[src/rtl/bfu_div.sv]
// ----------------------------------------------------------------------------
// bfu_div
// Restoring divider, one quotient bit per cycle, quotient truncated to zero.
// ----------------------------------------------------------------------------
module bfu_div #(
    parameter int NW = 32,
    parameter int DW = 23
) (
    input  logic                i_clk,
    input  logic                i_rst_n,
    input  logic                i_start,
    input  logic [NW-1:0]       i_num_mag,
    input  logic                i_neg,
    input  logic [DW-1:0]       i_den,
    output logic                o_done,
    output logic signed [NW:0]  o_quot
);
    localparam int CNTW = $clog2(NW + 1);

    logic [NW-1:0]   r_num;
    logic [DW-1:0]   r_rem;
    logic [DW-1:0]   r_den;
    logic            r_neg;
    logic [CNTW-1:0] r_cnt;
    logic            r_busy;
    logic            r_done;
    logic [DW:0]     w_trial;
    logic            w_fit;

    assign w_trial = {r_rem, r_num[NW-1]};
    assign w_fit   = (w_trial >= {1'b0, r_den});

    always_ff @(posedge i_clk) begin
        if (!i_rst_n) begin
            r_busy <= 1'b0;
            r_done <= 1'b0;
            r_cnt  <= '0;
        end else begin
            r_done <= 1'b0;
            if (i_start) begin
                r_num  <= i_num_mag;
                r_rem  <= '0;
                r_den  <= i_den;
                r_neg  <= i_neg;
                r_cnt  <= CNTW'(NW);
                r_busy <= 1'b1;
            end else if (r_busy) begin
                r_rem  <= w_fit ? DW'(w_trial - {1'b0, r_den}) : DW'(w_trial);
                r_num  <= {r_num[NW-2:0], w_fit};
                r_cnt  <= r_cnt - 1'b1;
                if (r_cnt == CNTW'(1)) begin
                    r_busy <= 1'b0;
                    r_done <= 1'b1;
                end
            end
        end
    end

    assign o_done = r_done;
    assign o_quot = r_neg ? -$signed({1'b0, r_num}) : $signed({1'b0, r_num});
endmodule

[config.mk]
export PLATFORM = sky130hd
export DESIGN_NAME = bfu_div
export DESIGN_NICKNAME = d
export VERILOG_FILES = /design/src/rtl/bfu_div.sv
export SDC_FILE = /design/constraint.sdc
export NUM_CORES = 1
export LEC_CHECK = 0
export ABC_CLOCK_PERIOD_IN_PS = 3500
export BUFFER_PORTS_ARGS = -buffer_cell sky130_fd_sc_hd__buf_2
export CORE_ASPECT_RATIO = 0.5
export CORE_MARGIN = 8
export CORE_UTILIZATION = 57
export DETAILED_ROUTE_END_ITERATION = 6
export HOLD_SLACK_MARGIN = 0.03
export PLACE_DENSITY_LB_ADDON = 0.12
export REMOVE_ABC_BUFFERS = 1
export SLEW_MARGIN = 20
export SYNTH_ARGS = -nofsm -noshare
export SYNTH_HDL_FRONTEND = slang
export SYNTH_SLANG_ARGS = --single-unit
[constraint.sdc]
create_clock -name i_clk -period 3.5 [get_ports i_clk]
set_input_delay 0.175 -clock i_clk [delete_from_list [all_inputs] [get_ports i_clk]]
set_output_delay 0.175 -clock i_clk [all_outputs]
set_load 0.01 [all_outputs]
Word-level counts from Yosys, hierarchy flattened --
Index checks and enable logic that the tools add are counted. W data, S select, Z words.
Storage, ports and cells: bits of input ports 59, logic and storage cells 31, register bits 87
Operators by class: reduce and logical (&&, ||, !) cells 5, mux-type cells 11, add/subtract/negate cells 3, $lt $le $gt $ge 1, equal/unequal tests 1, bitwise logic cells 2
Operator list (number):
- $mux W32 | 2
- $mux W23 | 2
- $mux W33 | 1
- $neg A32 Y33 | 1
- $ge A24 B23 Y1 | 1
- $sub A23 B23 Y23 | 1
- $mux W6 | 2
- $eq A6 B1 Y1 const B | 1
- $sub A6 B1 Y6 const B | 1
- $mux W1 | 4
- $reduce_and A2 Y1 | 2
- $reduce_or A3 Y1 | 1
- $not A1 Y1 | 2
- $reduce_bool A2 Y1 | 1
- $reduce_or A2 Y1 | 1

Logic depth before layout (Yosys ltp) --
word-level depth 4, mapped depth 12, mapped depth without buffers 10

Worst setup path after synthesis --
Ideal clock, no wire load.
kind register to register, from register r_num[31], to register r_rem[19] (data pin), required time 3.337 ns, setup slack 0.910 ns, library setup time 0.163 ns, data arrival time 2.427 ns, path buffers 1, stages on the path, launching flop included 12, cells stage by stage edfxtp_1 inv_1 ha_1 fa_1 nand2b_1 a211oi_1 o31a_1 o31ai_1 and2_1 clkbuf_1 or3_1 o221ai_1
Between the ends: longest elaborated chain between the ends 3, elaborated cells between the ends (all ways) 4, those cells by class add/sub (1); order compare (1); mux (2)
RTL lines:
- start, declared | line 20 | logic [NW-1:0] r_num;
- start signal, assigned | line 41 | r_num <= i_num_mag;
- start signal, assigned | line 49 | r_num <= {r_num[NW-2:0], w_fit};
- $sub A23 B23 Y23 or $ge A24 B23 Y1 (tied branches) | line 48, 31
- $mux W23 (*) | line 48 | r_rem <= w_fit ? DW'(w_trial - {1'b0, r_den}) : DW'(w_trial);
- $mux W23 (*) | line 47 | end else if (r_busy) begin
- end signal, assigned | line 48
- end, declared | line 21 | logic [DW-1:0] r_rem;
Mark *: on every way between the ends. The rest lies on a longest branch, timed or not. The select of a mux whose other input is x is not followed. A chain may end at the register's enable or synchronous reset.

Worst setup path in the final report --
from register r_rem[8], to register r_rem[21] (data pin)
Between the ends: longest elaborated chain between the ends 3, elaborated cells between the ends (all ways) 4, those cells by class add/sub (1); order compare (1); mux (2)
RTL lines (line):
- $sub A23 B23 Y23 or $ge A24 B23 Y1 (tied branches) | 48, 31
- $mux W23 (*) | 48
- $mux W23 (*) | 47
Marked as above.

==> out/qor.txt <==
Syn Std Cell Area: 5420 sq um
WP data arrival: 3.25 ns
diode count: 0
clk buf depth: 2
Req. time, crit path: 3.59 ns
largest net degree at the start of global routing: 47
via/cell ratio: 5.61
non-filler cells, final: 751
clock sink count: 87
full die area: 13100 sq um
warnings from Yosys: 0
hold slack: 0.124 ns
PD cells: 461 nW/um^2
path type of the worst setup path: reg -> reg
post-CTS sizing: 0
maxcap violations: 0
first-pass GRT wire length: 20200 um
CORE AREA: 9350 sq um
clock edge transition at the registers on the reported setup and hold paths: 0.06 ns
drt wl/cell: 16.1 um
total power: 3.01 mW
Worst VDD drop: 289 uV
dpl hpwl: 8650 um
Detailed Route Iter0 Violations: 284
layout cells sized above 1: 24.9%
Hold Violations, Final: 0
DRT Wirelength: 12100 um
pins over their slew limit: 0
remaining antenna violation count: 0
Avg Inst Size Synth: 10.6 sq um
reg2reg end: r_rem[21]
Worst Tran Pin Value: 1.08 ns
Async SR Flop Fraction: 0%
IO Port Bufs: 92
register bit total from synthesis: 87
Peak Freq: 0.316 GHz
run status: finished, final reports clean
critical path capture point type: flip-flop
post-CTS setup buffer count: 0
TritonCTS Buffers: 9
Worst slew margin: 28.1%
clock root cell: clkbuf_16
Skew-Pair Late Insertion Delay: 0.34 ns
RSZ-0062 raised after global routing: false
Final min period: 3.17 ns
Top FF cell, synth: edfxtp_1
Final Cell Area: 6520 sq um
H-tree depth: 3
Site Rows: 25
Synth cell types: 58
Tcrit/Tclk final: 90.5%
Worst R2R Setup Slack: 0.33 ns
R2R Path Start: r_rem[8]
Total GRT Usage: 18.7%
setup TNS: 0 ns
CP startpoint kind: flip-flop
Post-synth EDFFs: 79
CTS tree: yes
via count of the first global-routing pass: 4237
post-synthesis cell count: 511
DRT Pass-1 Iters: 5
Reg2Reg Depth: 8
CP startpoint: r_rem[8]
IO Pins: 93
Final #Nets: 711
Placed Cells: 711
placed instance area: 5990 sq um
register area share after synthesis: 46.8%
routed vias: 4214
Hold WC Path Type: in -> reg
DRC viols: 0
clk_skew: 0.00771 ns
P&R area growth vs syn: 20.3%
total gr overflow: 0
antenna violations before repair: 0
Die X: 154 um
LEAKAGE: 2.67 nW
initial core utilization: 57.9%
Die H: 84.9 um
WHS Path Cells: 3
CP endpoint: r_rem[21]
CP Max Fanout: 16
final setup fails: 0
GPL Wtd Cong: 0.864
-- worst max-delay path, cell delays in order, from the launching register on --
cell	delay, ns
edfxtp_1	0.40
ha_1	0.43
a21o_1	0.24
a221oi_2	0.36
o31ai_1	0.14
o31ai_1	0.30
and2_1	0.61
nor4_1	0.14
a311o_1	0.29
-- sequential cells by signal, summed over array words and instances, names as in the netlist --
signal	count
r_num	32
r_den	23
r_rem	23
r_cnt	6
o_done	1
r_busy	1
r_neg	1
-- cell usage after synthesis (all sizes together) (3+ instances only) --
| master | count | area (sq um) |
|---|---|---|
| a211oi | 10 | 75.1 |
| a21boi | 3 | 22.5 |
| a21o | 15 | 113 |
| a21oi | 33 | 165 |
| buf | 8 | 38.8 |
| clkbuf | 11 | 41.3 |
| dfxtp | 8 | 160 |
| edfxtp | 79 | 2370 |
| ha | 26 | 325 |
| inv | 36 | 135 |
| mux2 | 30 | 338 |
| nand2 | 51 | 191 |
| nand2b | 4 | 25.0 |
| nand3 | 9 | 50.1 |
| nand4 | 4 | 25.0 |
| nor2 | 29 | 116 |
| nor2b | 5 | 31.3 |
| nor3 | 9 | 45.0 |
| nor4 | 3 | 18.8 |
| o21a | 4 | 30.0 |
| o21ai | 23 | 115 |
| o21bai | 5 | 37.5 |
| o31a | 3 | 26.3 |
| o31ai | 13 | 125 |
| o41ai | 6 | 60.1 |
| or2 | 3 | 23.8 |
| or3 | 3 | 18.8 |
| or4 | 4 | 37.5 |
| xnor2 | 45 | 394 |
| xor2 | 4 | 35.0 |
-- stage by stage --
step | setup slack [ns] | utilization (%)
after floorplan | 0.641 | -
after global placement | 0.512 | 64.1
after detailed placement | 0.409 | 64.1
after CTS | 0.394 | 69.7
after global routing | 0.123 | 69.7
final | 0.331 | 69.7
-- layout make-up --
type                       count  area (sq um)
timing repair buffer         122           746
sequential                    87          2530
fill                         720          2840
clock inverter                 4          26.3
clock buffer                  12           256
inverter                      36           135
tap                          121           151
multi-input combinational    369          2670
-- layout by cell type, fill, tap and decap left out, drive strengths merged, types with 10 or more instances in the layout --
cell / instances
a211oi: 10
a21o: 15
a21oi: 33
buf: 98
clkbuf: 12
dlygate4sd3: 24
edfxtp: 79
ha: 26
inv: 39
mux2: 30
nand2: 51
nor2: 29
o21ai: 23
o31ai: 13
xnor2: 45
-- repair_timing --
item,in CTS,in global routing
endpoints found under the setup margin,0,0
hold endpoints to repair,24,0
hold buffers,24,0
-- worst min path at each step --
| stage | startpoint | endpoint | slack [ns] |
|---|---|---|---|
| floorplan | i_den[0] | r_den[0] | 0.27 |
| global route | i_rst_n | r_cnt[5] | 0.12 |
| detailed placement | i_den[18] | r_den[18] | 0.35 |
| CTS | i_rst_n | r_cnt[5] | 0.12 |
| global placement | i_den[19] | r_den[19] | 0.35 |
| finish | i_num_mag[1] | r_num[1] | 0.12 |
-- cell families (layout without fill, tap and decap cells) --
| kind of cell | Yosys count | count (layout) | synth area share (%) |
|---|---|---|---|
| simple gates | 132 | 132 | 11.8 |
| fa+ha+maj | 27 | 27 | 6.38 |
| xor+xnor | 49 | 49 | 7.92 |
| buf+inv | 55 | 174 | 3.97 |
| compound gates | 131 | 131 | 16.9 |
| flops | 87 | 87 | 46.8 |
| mux | 30 | 30 | 6.24 |
-- report_power, final --
part	switching (mW)	internal (mW)
Sequential	0.0669	1.24
Clock	0.398	0.522
Combinational	0.424	0.353
-- routing by layer --
layer  up-vias  part of all wire (%)  global-route usage [%]
met5         -                     0                       0
met4         0                   1.0                    4.06
met3        15                   6.0                    5.63
met2       109                    45                    30.7
met1      1985                    48                    23.9
li1       2105                     -                       -
Note: power is estimated with default switching activity, not from simulation.
